--- config.mk ---
export PLATFORM = sky130hd
export DESIGN_NAME = alarm_persistence_timer_bank_core
export DESIGN_NICKNAME = d
export VERILOG_FILES = /design/src/design/apt_pkg.sv /design/src/design/apt_ram.sv /design/src/design/apt_chan_calc.sv /design/src/design/alarm_persistence_timer_bank_core.sv
export SDC_FILE = /design/constraint.sdc
export NUM_CORES = 1
export LEC_CHECK = 0
export ABC_CLOCK_PERIOD_IN_PS = 6900
export BUFFER_PORTS_ARGS = -buffer_cell sky130_fd_sc_hd__buf_2
export CORE_MARGIN = 3
export CORE_UTILIZATION = 60
export DETAILED_ROUTE_END_ITERATION = 12
export GPL_ROUTABILITY_DRIVEN = 0
export HOLD_SLACK_MARGIN = 0.08
export PLACE_DENSITY = 0.8
export SYNTH_ARGS = -nofsm -noshare
export SYNTH_HDL_FRONTEND = slang
export SYNTH_SLANG_ARGS = --single-unit
export TNS_END_PERCENT = 20
--- constraint.sdc ---
create_clock -name clk -period 6.9 [get_ports clk]
set_input_delay 0.69 -clock clk [delete_from_list [all_inputs] [get_ports clk]]
set_output_delay 0.69 -clock clk [all_outputs]
set_load 0.1 [all_outputs]
--- src/design/apt_pkg.sv ---
`timescale 1ns / 1ps

package apt_pkg;

  localparam int NUM_CHAN  = 13;
  localparam int CHAN_W    = 4;
  localparam int CNT_W     = 8;
  localparam int TMR_W     = 8;
  localparam int STARTUP_W = 10;
  localparam int MEM_W     = CNT_W + TMR_W;
  localparam int CFG_IDX_W = 1;
  localparam int CFG_DATA_W = 10;

  localparam logic [CHAN_W-1:0] CHAN_END  = CHAN_W'(NUM_CHAN);
  localparam logic [CHAN_W-1:0] LAST_CHAN = CHAN_W'(NUM_CHAN - 1);

  // Channels below this index load the secondary timer only in treatment.
  localparam logic [CHAN_W-1:0] FIRST_FREE_CHAN = 4'd5;

  localparam logic CMD_UPDATE = 1'b0;
  localparam logic CMD_TICK   = 1'b1;

  localparam logic [CFG_IDX_W-1:0] REG_STARTUP_TICKS   = 1'b0;
  localparam logic [CFG_IDX_W-1:0] REG_SECONDARY_DELAY = 1'b1;

  localparam logic [STARTUP_W-1:0] STARTUP_TICKS_RST   = 10'd100;
  localparam logic [TMR_W-1:0]     SECONDARY_DELAY_RST = 8'd65;

  typedef struct packed {
    logic [CHAN_W-1:0] idx;
    logic [CNT_W-1:0]  count;
    logic [TMR_W-1:0]  timer;
    logic              pending;
    logic              check;
    logic              treat;
    logic [TMR_W-1:0]  delay;
  } chan_in_t;

  typedef struct packed {
    logic [CNT_W-1:0] count;
    logic [TMR_W-1:0] timer;
    logic             pending;
    logic             fire;
    logic             sec_fire;
  } chan_out_t;

  function automatic logic [CNT_W-1:0] chan_limit(input logic [CHAN_W-1:0] idx);
    logic [CNT_W-1:0] lim;
    case (idx)
      4'd0:    lim = 8'd60;
      4'd1:    lim = 8'd60;
      4'd2:    lim = 8'd60;
      4'd3:    lim = 8'd70;
      4'd4:    lim = 8'd40;
      4'd5:    lim = 8'd10;
      4'd6:    lim = 8'd20;
      4'd7:    lim = 8'd20;
      4'd8:    lim = 8'd10;
      4'd9:    lim = 8'd20;
      4'd10:   lim = 8'd20;
      4'd11:   lim = 8'd20;
      4'd12:   lim = 8'd200;
      default: lim = 8'd0;
    endcase
    return lim;
  endfunction

endpackage

--- src/design/apt_ram.sv ---
`timescale 1ns / 1ps

module apt_ram #(
  parameter int WIDTH = 16,
  parameter int DEPTH = 13
) (
  input  logic                     clk,
  input  logic                     wr_en,
  input  logic [$clog2(DEPTH)-1:0] wr_addr,
  input  logic [WIDTH-1:0]         wr_data,
  input  logic                     rd_en,
  input  logic [$clog2(DEPTH)-1:0] rd_addr,
  output logic [WIDTH-1:0]         rd_data
);

  logic [WIDTH-1:0] mem [DEPTH];
  logic [WIDTH-1:0] rd_data_r;

  always_ff @(posedge clk) begin
    if (wr_en) begin
      mem[wr_addr] <= wr_data;
    end
    if (rd_en) begin
      rd_data_r <= mem[rd_addr];
    end
  end

  assign rd_data = rd_data_r;

endmodule

--- src/design/apt_chan_calc.sv ---
`timescale 1ns / 1ps

module apt_chan_calc (
  input  apt_pkg::chan_in_t  chan_in,
  output apt_pkg::chan_out_t chan_out
);
  import apt_pkg::*;

  logic [CNT_W-1:0] limit;
  logic [CNT_W-1:0] cnt_inc;
  logic [TMR_W-1:0] tmr_mid;
  logic             load_ok;

  assign limit   = chan_limit(chan_in.idx);
  assign cnt_inc = chan_in.count + CNT_W'(1);
  assign load_ok = (chan_in.idx >= FIRST_FREE_CHAN) || chan_in.treat;

  always_comb begin
    chan_out.count    = chan_in.count;
    chan_out.timer    = chan_in.timer;
    chan_out.pending  = chan_in.pending;
    chan_out.fire     = 1'b0;
    chan_out.sec_fire = 1'b0;
    tmr_mid           = chan_in.timer;
    if (chan_in.check) begin
      if (chan_in.pending) begin
        if (chan_in.count < limit) begin
          chan_out.count = cnt_inc;
          if (cnt_inc == limit) begin
            chan_out.fire = 1'b1;
            if (load_ok && (chan_in.delay != '0)) begin
              tmr_mid = chan_in.delay;
            end
          end
        end
      end else begin
        chan_out.count = '0;
      end
      // The secondary timer counts down in the same tick that loads it.
      chan_out.timer = tmr_mid;
      if (tmr_mid != '0) begin
        chan_out.timer    = tmr_mid - TMR_W'(1);
        chan_out.sec_fire = (tmr_mid == TMR_W'(1));
      end
    end else begin
      chan_out.pending = 1'b0;
      chan_out.count   = '0;
    end
  end

endmodule

--- src/design/alarm_persistence_timer_bank_core.sv ---
`timescale 1ns / 1ps

// Bank of 13 alarm channels with persistence counters and secondary timers.
// An update transaction (latching one channel's pending bit) and a tick that
// only advances the startup counter each give their result in the cycle
// after acceptance. A tick after startup scans the bank: the per-channel
// counter and secondary timer live in one memory with a registered read
// port, and the sequencer reads, updates and writes back one channel per
// cycle. Every transaction returns exactly one result; the next input is
// taken while that result waits, as long as the output register is free at
// that edge. The memory needs no clearing pass after reset; per-entry valid
// bits make unwritten entries read as zero.
module alarm_persistence_timer_bank_core (
  input  logic                             clk,
  input  logic                             rst_n,
  input  logic                             in_valid,
  output logic                             in_stall,
  input  logic                             in_cmd,
  input  logic [apt_pkg::CHAN_W-1:0]       in_channel,
  input  logic                             in_pending,
  input  logic [apt_pkg::NUM_CHAN-1:0]     in_check_mask,
  input  logic                             in_in_treatment,
  output logic                             out_valid,
  input  logic                             out_stall,
  output logic [apt_pkg::NUM_CHAN-1:0]     out_alarm_fired,
  output logic [apt_pkg::NUM_CHAN-1:0]     out_secondary_fired,
  output logic [apt_pkg::NUM_CHAN-1:0]     out_active_mask,
  output logic                             out_startup_done,
  input  logic                             cfg_valid,
  output logic                             cfg_ready,
  input  logic [apt_pkg::CFG_IDX_W-1:0]    cfg_index,
  input  logic [apt_pkg::CFG_DATA_W-1:0]   cfg_data
);
  import apt_pkg::*;

  typedef enum logic {ST_IDLE, ST_SCAN} state_t;

  state_t                 state_r, state_nxt;
  logic [STARTUP_W-1:0]   startup_ticks_r;
  logic [TMR_W-1:0]       sec_delay_r;
  logic [STARTUP_W-1:0]   startup_cnt_r, startup_cnt_nxt;
  logic [NUM_CHAN-1:0]    pending_r, pending_nxt;
  logic [NUM_CHAN-1:0]    active_r, active_nxt;
  logic [NUM_CHAN-1:0]    mem_vld_r, mem_vld_nxt;
  logic [NUM_CHAN-1:0]    mask_r, mask_nxt;
  logic                   treat_r, treat_nxt;
  logic [NUM_CHAN-1:0]    fired_r, fired_nxt;
  logic [NUM_CHAN-1:0]    sec_r, sec_nxt;
  logic [CHAN_W-1:0]      rd_idx_r, rd_idx_nxt;
  logic [CHAN_W-1:0]      proc_idx_r;
  logic                   proc_vld_r;
  logic                   out_valid_r, out_valid_nxt;
  logic [NUM_CHAN-1:0]    out_alarm_r, out_alarm_nxt;
  logic [NUM_CHAN-1:0]    out_sec_r, out_sec_nxt;
  logic [NUM_CHAN-1:0]    out_active_r, out_active_nxt;
  logic                   out_done_r, out_done_nxt;

  logic                   in_accept;
  logic                   startup_busy;
  logic [STARTUP_W-1:0]   startup_inc;
  logic                   rd_en;
  logic                   wr_en;
  logic [MEM_W-1:0]       rd_data;
  logic [MEM_W-1:0]       wr_data;
  chan_in_t               calc_in;
  chan_out_t              calc_out;

  assign in_stall     = (state_r != ST_IDLE) || (out_valid_r && out_stall);
  assign in_accept    = in_valid && !in_stall;
  assign cfg_ready    = 1'b1;
  assign startup_busy = startup_cnt_r < startup_ticks_r;
  assign startup_inc  = startup_cnt_r + STARTUP_W'(1);

  apt_ram #(
    .WIDTH (MEM_W),
    .DEPTH (NUM_CHAN)
  ) u_ram (
    .clk     (clk),
    .wr_en   (wr_en),
    .wr_addr (proc_idx_r),
    .wr_data (wr_data),
    .rd_en   (rd_en),
    .rd_addr (rd_idx_r),
    .rd_data (rd_data)
  );

  // An entry never written since reset reads as zero.
  always_comb begin
    calc_in.idx     = proc_idx_r;
    calc_in.count   = mem_vld_r[proc_idx_r] ? rd_data[MEM_W-1:TMR_W] : '0;
    calc_in.timer   = mem_vld_r[proc_idx_r] ? rd_data[TMR_W-1:0] : '0;
    calc_in.pending = pending_r[proc_idx_r];
    calc_in.check   = mask_r[proc_idx_r];
    calc_in.treat   = treat_r;
    calc_in.delay   = sec_delay_r;
  end

  apt_chan_calc u_calc (
    .chan_in  (calc_in),
    .chan_out (calc_out)
  );

  assign wr_data = {calc_out.count, calc_out.timer};

  always_comb begin
    state_nxt       = state_r;
    startup_cnt_nxt = startup_cnt_r;
    pending_nxt     = pending_r;
    active_nxt      = active_r;
    mem_vld_nxt     = mem_vld_r;
    mask_nxt        = mask_r;
    treat_nxt       = treat_r;
    fired_nxt       = fired_r;
    sec_nxt         = sec_r;
    rd_idx_nxt      = rd_idx_r;
    out_valid_nxt   = out_valid_r && out_stall;
    out_alarm_nxt   = out_alarm_r;
    out_sec_nxt     = out_sec_r;
    out_active_nxt  = out_active_r;
    out_done_nxt    = out_done_r;
    rd_en           = 1'b0;
    wr_en           = 1'b0;
    case (state_r)
      ST_IDLE: begin
        if (in_accept) begin
          if (in_cmd == CMD_UPDATE) begin
            if (in_channel < CHAN_END) begin
              pending_nxt[in_channel] = in_pending;
            end
            out_valid_nxt  = 1'b1;
            out_alarm_nxt  = '0;
            out_sec_nxt    = '0;
            out_active_nxt = active_r;
            out_done_nxt   = !startup_busy;
          end else if (startup_busy) begin
            startup_cnt_nxt = startup_inc;
            out_valid_nxt   = 1'b1;
            out_alarm_nxt   = '0;
            out_sec_nxt     = '0;
            out_active_nxt  = active_r;
            out_done_nxt    = !(startup_inc < startup_ticks_r);
          end else begin
            state_nxt  = ST_SCAN;
            rd_idx_nxt = '0;
            mask_nxt   = in_check_mask;
            treat_nxt  = in_in_treatment;
            fired_nxt  = '0;
            sec_nxt    = '0;
          end
        end
      end
      ST_SCAN: begin
        if (rd_idx_r != CHAN_END) begin
          rd_en      = 1'b1;
          rd_idx_nxt = rd_idx_r + CHAN_W'(1);
        end
        if (proc_vld_r) begin
          wr_en                   = 1'b1;
          mem_vld_nxt[proc_idx_r] = 1'b1;
          pending_nxt[proc_idx_r] = calc_out.pending;
          fired_nxt[proc_idx_r]   = calc_out.fire;
          sec_nxt[proc_idx_r]     = calc_out.sec_fire;
          if (calc_out.fire) begin
            active_nxt[proc_idx_r] = 1'b1;
          end
          if (proc_idx_r == LAST_CHAN) begin
            state_nxt      = ST_IDLE;
            out_valid_nxt  = 1'b1;
            out_alarm_nxt  = fired_nxt;
            out_sec_nxt    = sec_nxt;
            out_active_nxt = active_nxt;
            out_done_nxt   = 1'b1;
          end
        end
      end
      default: begin
        state_nxt = ST_IDLE;
      end
    endcase
  end

  always_ff @(posedge clk) begin
    if (!rst_n) begin
      state_r         <= ST_IDLE;
      startup_ticks_r <= STARTUP_TICKS_RST;
      sec_delay_r     <= SECONDARY_DELAY_RST;
      startup_cnt_r   <= '0;
      pending_r       <= '0;
      active_r        <= '0;
      mem_vld_r       <= '0;
      rd_idx_r        <= '0;
      proc_vld_r      <= 1'b0;
      out_valid_r     <= 1'b0;
    end else begin
      state_r       <= state_nxt;
      startup_cnt_r <= startup_cnt_nxt;
      pending_r     <= pending_nxt;
      active_r      <= active_nxt;
      mem_vld_r     <= mem_vld_nxt;
      rd_idx_r      <= rd_idx_nxt;
      proc_vld_r    <= rd_en;
      out_valid_r   <= out_valid_nxt;
      if (cfg_valid && cfg_ready) begin
        case (cfg_index)
          REG_STARTUP_TICKS:   startup_ticks_r <= cfg_data[STARTUP_W-1:0];
          REG_SECONDARY_DELAY: sec_delay_r     <= cfg_data[TMR_W-1:0];
          default: begin
          end
        endcase
      end
    end
    proc_idx_r   <= rd_idx_r;
    mask_r       <= mask_nxt;
    treat_r      <= treat_nxt;
    fired_r      <= fired_nxt;
    sec_r        <= sec_nxt;
    out_alarm_r  <= out_alarm_nxt;
    out_sec_r    <= out_sec_nxt;
    out_active_r <= out_active_nxt;
    out_done_r   <= out_done_nxt;
  end

  assign out_valid           = out_valid_r;
  assign out_alarm_fired     = out_alarm_r;
  assign out_secondary_fired = out_sec_r;
  assign out_active_mask     = out_active_r;
  assign out_startup_done    = out_done_r;

`ifndef SYNTH
  // A channel that fires its alarm is reported active in the same result.
  a_fired_active: assert property (@(posedge clk) disable iff (!rst_n)
    out_valid_r |-> ((out_alarm_r & ~out_active_r) == '0))
    else $error("alarm fired for a channel not marked active");

  // No channel is evaluated before the startup delay has elapsed.
  a_startup_quiet: assert property (@(posedge clk) disable iff (!rst_n)
    (out_valid_r && !out_done_r) |-> ((out_alarm_r | out_sec_r) == '0))
    else $error("channel action reported during startup");

  // Active channels stay active until reset.
  a_active_sticky: assert property (@(posedge clk) disable iff (!rst_n)
    1'b1 |=> ((active_r & $past(active_r)) == $past(active_r)))
    else $error("active channel bit cleared");

  // Write-back only happens during a scan and only to a real channel.
  a_wb_in_scan: assert property (@(posedge clk) disable iff (!rst_n)
    proc_vld_r |-> ((state_r == ST_SCAN) && (proc_idx_r <= LAST_CHAN)))
    else $error("memory write-back outside a channel scan");
`endif

endmodule
-- Word-level counts from Yosys, hierarchy flattened
Memory sizes are Yosys's and may differ from the RTL's. A register that Yosys moved wholly into a read port is not among the register bits.
Index checks and enable logic that the tools add are counted.
- output and inout port bits: 43
- input port bits: 36
- ROM bits: 112
- logic and storage cells: 162
- bits in writable memories: 208
- register bits: 158
- memories kept: 2
- memory list (memory ; words ; bits a word ; read ports ; clocked after Yosys merged registers in ; write ports ; line ; RTL):
    u_ram.mem ; 13 ; 16 ; 1 ; 1 ; 1 ; apt_ram.sv:16 ; logic [WIDTH-1:0] mem [DEPTH];
    (no name shown) ; 16 ; 7 ; 1 ; 1 ; 0 ; apt_pkg.sv:49 ; case (idx)
- reductions and logical operators: 21
- equal/unequal tests: 13
- add/subtract/negate cells: 4
- $lt $le $gt $ge: 9
- bitwise gates (word level): 5
- muxes and demuxes: 89
- operators by type and width (kind ; number):
    $mux W13 ; 22
    $pmux W13 S2 ; 6
    $mux W8 ; 12
    $bwmux W13 ; 4
    $mux W1 ; 31
    $or A13 B13 Y13 ; 2
    $reduce_and A4 Y1 ; 6
    $lt A10 B10 Y1 ; 2
    $mux W4 ; 4
    $reduce_bool A8 Y1 ; 2
    $bmux W1 S4 ; 3
    $add A10 B1 Y10 const B ; 1
    $lt A4 B5 Y1 const B ; 2
    $ne A2 B2 Y1 const B ; 5
    $add A8 B1 Y8 const B ; 1
    $demux W1 S4 ; 2
    $eq A8 B1 Y1 const B ; 1
    $eq A8 B8 Y1 ; 1
    $ge A4 B1 Y1 const B ; 2
    $lt A8 B8 Y1 ; 1
    $pmux W4 S2 ; 1
    $sub A8 B1 Y8 const B ; 1
    $ne A2 B1 Y1 const B ; 3
    $pmux W1 S2 ; 3
    other kinds (12) ; 23

-- Logic depth before layout (Yosys ltp)
- depth in word-level cells: 16
- gate-level depth with buffers: 25
- gate-level depth less buffers: 20

-- Modules after synthesis
Synthesis repeated with hierarchy kept, for this count alone.
- cell total of the unflattened synthesis: 1240
- area total of the unflattened synthesis: 17112.7 µm²
- by module, submodules not included (module ; sequential area each (µm²) ; area each (µm²) ; times used ; cells an instance):
    apt_ram ; 6726.5 ; 8490.6 ; 1 ; 361
    alarm_persistence_timer_bank_core ; 3963.8 ; 7299.5 ; 1 ; 687
    apt_chan_calc ; 0.0 ; 1322.5 ; 1 ; 192

-- Worst setup path before layout
OpenSTA, ideal clock, no wires.
- kind: flip-flop to flip-flop
- start point: register proc_idx_r[1]
- end point: memory u_ram.mem[0][6] (data pin)
- setup slack: 1365 ps
- arrival time: 5217 ps
- setup time: 317 ps
- data required time: 6583 ps
- path buffers: 4
- cell stages (with the launch flop): 23
- period minus slack after synthesis: 5535 ps
- cell sequence: dfxtp_1 -> clkbuf_1 -> nor4bb_1 -> a22oi_2 -> o21ai_2 -> clkbuf_1 -> and2_1 -> ha_1 -> and4_1 -> a21oi_1 -> nand2_1 -> a211oi_4 -> o2111ai_1 -> or2_0 -> clkbuf_1 -> and3_1 -> a21oi_1 -> ha_1 -> clkbuf_1 -> o21ai_0 -> a211oi_1 -> a21oi_1 -> o31ai_1
- RTL lines (element ; line ; RTL):
    start: declaration ; alarm_persistence_timer_bank_core.sv:50 ; logic [CHAN_W-1:0] proc_idx_r;
    start signal: assignment ; alarm_persistence_timer_bank_core.sv:212 ; proc_idx_r <= rd_idx_r;
    end: declaration ; apt_ram.sv:16 ;

==> summary.md <==
| Metric | Value |
|---|---|
| Status | complete, no violations |
| Crit path kind | flip-flop to flip-flop |
| Setup TNS | 0 ps |
| TritonCTS Sinks | around 400 |
| Worst vdd ir | 0.215 mV |
| Drt wl/cell | approximately 23 um |
| H-tree Lvls | 2 |
| FF+latch area | about 11000 um2 |
| IO Port Bufs | just under 80 |
| Slew headroom | between 10% and 20% |
| Syn_nets | about 1300 |
| # rows | 60 |
| Commonest non-fill, non-tap cell in the layout | edfxtp_1 |
| Post-synth EDFFs | between 300 and 400 |
| Post-synth ARST share | 0% |
| Seq/Total Area, Yosys | between 60% and 70% |
| Worst stage delay on the critical path | around 970 ps |
| Most frequent cells in the layout | 304 x edfxtp_1, 99 x nor2_1, 89 x nand2_1, 83 x dfxtp_1, 77 x buf_2 |
| Worst-path fanout max | 16 |
| Final Power | between 4 and 5 mW |
| CTS clk-pin slew, worst paths | 60 ps |
| Non-Filler Instances | about 1700 |
| Global Route Usage Sum | a little over a quarter |
| Min cycle time layout | 6100 ps |
| IO Pins | 79 |
| DR vias/cell | between 6 and 7 |
| Hpwl dp | around 25 mm |
| Die Height | approximately 170 um |
| Mapped Area | 16800 um2 |
| Die area | about 30000 um2 |
| Clk_skew | about 20 ps |
| Fin. Hold Viols | 0 |
| Fin nets | approximately 1400 |
| Number of remaining DRC errors | 0 |
| RSZ-0062 raised after global routing | no |
| Grt total ovfl | 0 |
| Largest net degree at the start of global routing | 54 |
| Ys flop type | edfxtp_1 |
| Post-route clock period utilization | approximately nine tenths |
| Via count of the first global-routing pass | ~11000 |
| Slew @ Worst Pin | roughly 1200 ps |
| CTS Buffer Depth | 3 |
| CTS tree | done |
| Final setup viols | 0 |
| Core area | between 20000 and 30000 um2 |
| ANT cells | 0 |
| Syn-to-layout area delta | 13.1% |
| FF+latch count, synth | roughly 390 |
| Initial Util | 61.7% |
| Routed via count | roughly 11000 |
| Fillers | between 1500 and 2000 |
| HP Class | primary input to flip-flop |
| Syn Area/Cell | 13.9 um2 |
| Initial antenna violation count | 3 |
| Worst skew pair latency | ~540 ps |
| Critical-path cell list | buf_4 > nor2b_1 > a2bb2o_1 > o21a_1 > nor2_1 > ha_1 > and4_1 > a21oi_1 > nand2_1 > a211oi_4 > o2111ai_2 > nor2_4 > a21oi_1 > ha_1 > o21ai_0 > o211ai_1 > o21ai_0 > a21oi_1 > o21ai_0 |
| Placed Cells | 1624 |
| Fin. max-slew vios | 0 |
| Cells after Synth | about 1200 |
| Setup crit start kind | flip-flop |
| Routed WL | between 30 and 40 mm |
| ANT nets after route | 0 |
| Cts bufs inserted | 39 |
| Slowest CP cell | o21ai_0 |
| # Max-Cap Violations | 0 |
| Chip width | ~170 um |
| Power Dens Cells | 251 nW/um2 |
| Post-CTS Hold Buffers | 0 |
| First-pass GRT wire length | between 60 and 70 mm |
| Worst setup EP type | flip-flop |
| Crit path DAT | 6240 ps |
| Multi-input gate area | 5630 um2 |
| Drt pass-1 iters | 6 |
| Unique masters post-synth | 66 |
| Worst hold slack | roughly 330 ps |
| Initial drt markers | approximately 1200 |
| CTS root buffer | clkbuf_16 |
| Syn. warnings | 0 |
| Highest Clock Rate | 164 MHz |
| Share of layout cells above drive strength 1 | a little over a fifth |
| Leakage | 6.63 nW |
| Data required time at the worst endpoint | 7040 ps |
per-layer routing:
| metal | vias up | global-route usage [%] | part of all wire (%) |
|---|---|---|---|
| li1 | 4760 | - | - |
| met1 | 5321 | 37.1 | 40 |
| met2 | 603 | 42.3 | 48 |
| met3 | 108 | 5.03 | 8.6 |
| met4 | 6 | 9.02 | 3.2 |
| met5 | - | 0 | 0.12 |
worst max-delay path: cells and delay by family, from the launching register on:
family | cells | cell delay, ps
adder cells (fa/ha/maj) | 2 | 570
flip-flops | 1 | 670
AND/OR/NAND/NOR | 5 | 1150
AO/OA/AOI/OAI | 11 | 3020
buffers and inverters | 1 | 280
synthesized netlist by cell type (2+ instances only):
master / n / share of area, %
edfxtp_1: 304 / 54
nor2_1: 106 / 2.4
nand2_1: 89 / 2.0
dfxtp_1: 85 / 10
mux4_2: 71 / 9.5
a21oi_1: 61 / 1.8
clkbuf_1: 50 / 1.1
nor3_1: 44 / 1.3
nand3_1: 41 / 1.2
o21ai_0: 40 / 1.2
inv_1: 37 / 0.83
ha_1: 33 / 2.5
nor2b_1: 20 / 0.75
xnor2_1: 20 / 1.0
xor2_1: 19 / 0.99
a21o_1: 18 / 0.81
o21a_1: 18 / 0.81
mux2i_1: 13 / 0.78
nand2b_1: 12 / 0.45
o21ai_2: 12 / 0.63
and3_1: 8 / 0.30
and2_1: 7 / 0.26
buf_1: 7 / 0.16
o22ai_1: 7 / 0.26
a211oi_1: 6 / 0.27
o211ai_1: 6 / 0.27
o32a_1: 6 / 0.36
a311oi_1: 5 / 0.26
a41o_1: 5 / 0.30
o21bai_1: 4 / 0.18
o41ai_1: 4 / 0.21
a21boi_0: 3 / 0.13
buf_2: 3 / 0.090
nand4_1: 3 / 0.11
nor4_1: 3 / 0.11
o31ai_1: 3 / 0.13
buf_6: 2 / 0.13
o211a_1: 2 / 0.12
o22a_1: 2 / 0.10
or2_2: 2 / 0.075
layout make-up:
type / count / area share (%)
multi-input combinational: 717 / 29.7
sequential: 389 / 57.2
timing repair buffer: 108 / 3.26
clock inverter: 17 / 0.740
inverter: 38 / 0.753
tap: 372 / 2.46
clock buffer: 55 / 5.85
what timing repair did:
action,in CTS,in global routing
hold endpoints to repair,0,0
buffers inserted,0,0
gates resized for setup,0,1
setup endpoints to repair,0,13
cell families (layout without fill, tap and decap cells):
family / after synthesis / after routing / share of synthesized area [%]
XOR/XNOR: 39 / 39 / 2.04
flip-flops: 389 / 389 / 64.6
multiplexers: 84 / 84 / 10.3
AND/OR/NAND/NOR: 343 / 343 / 9.37
other: 1 / 1 / 0.0224
AO/OA/AOI/OAI: 217 / 217 / 8.75
adder cells (fa/ha/maj): 33 / 33 / 2.46
buffers and inverters: 101 / 218 / 2.40
registers in the layout (all words and copies together), names as in the netlist:
register and count:
u_calc.limit 7, pending_r 13, mem_vld_r 13, active_r 13
proc_vld_r 1, startup_ticks_r 10, out_alarm_fired 13, treat_r 1
out_valid 1, out_startup_done 1, proc_idx_r 4, u_ram.rd_data 16
u_ram.mem 208, out_secondary_fired 13, mask_r 13, sec_delay_r 8
startup_cnt_r 10, fired_r 13, state_r 1, rd_idx_r 4
out_active_mask 13, sec_r 13
per-stage QoR:
step,instance area (um2),worst slack (ps),utilization (%)
after floorplan,16800,1370,-
final,18900,805,69.7
after CTS,18900,623,69.7
after detailed placement,17700,687,65.1
after global placement,17700,857,65.1
after global routing,18900,184,69.7
final timing paths:
kind                                   startpoint                              end  slack, ps  depth (start not counted)
setup / recovery            proc_idx_r[0]$_DFF_P_        u_ram.mem[5][2]$_DFFE_PP_        800                         19
hold / removal                   in_check_mask[4]              mask_r[4]$_DFFE_PP_        330                          1
setup reg to reg            proc_idx_r[0]$_DFF_P_        u_ram.mem[5][2]$_DFFE_PP_        800                         19
hold reg to reg   startup_ticks_r[9]$_SDFFE_PN0P_  startup_ticks_r[9]$_SDFFE_PN0P_        460                          2
report_power, final:
group | internal [mW] | switching (mW) | total, mW | leakage [nW]
registers | 2.52 | 0.0113 | 2.53 | 3.54
logic | 0.0386 | 0.151 | 0.190 | 2.50
clock network | 1.17 | 0.878 | 2.05 | 0.594
total | 3.72 | 1.04 | 4.76 | 6.63
(Power assumes the default switching activity.)
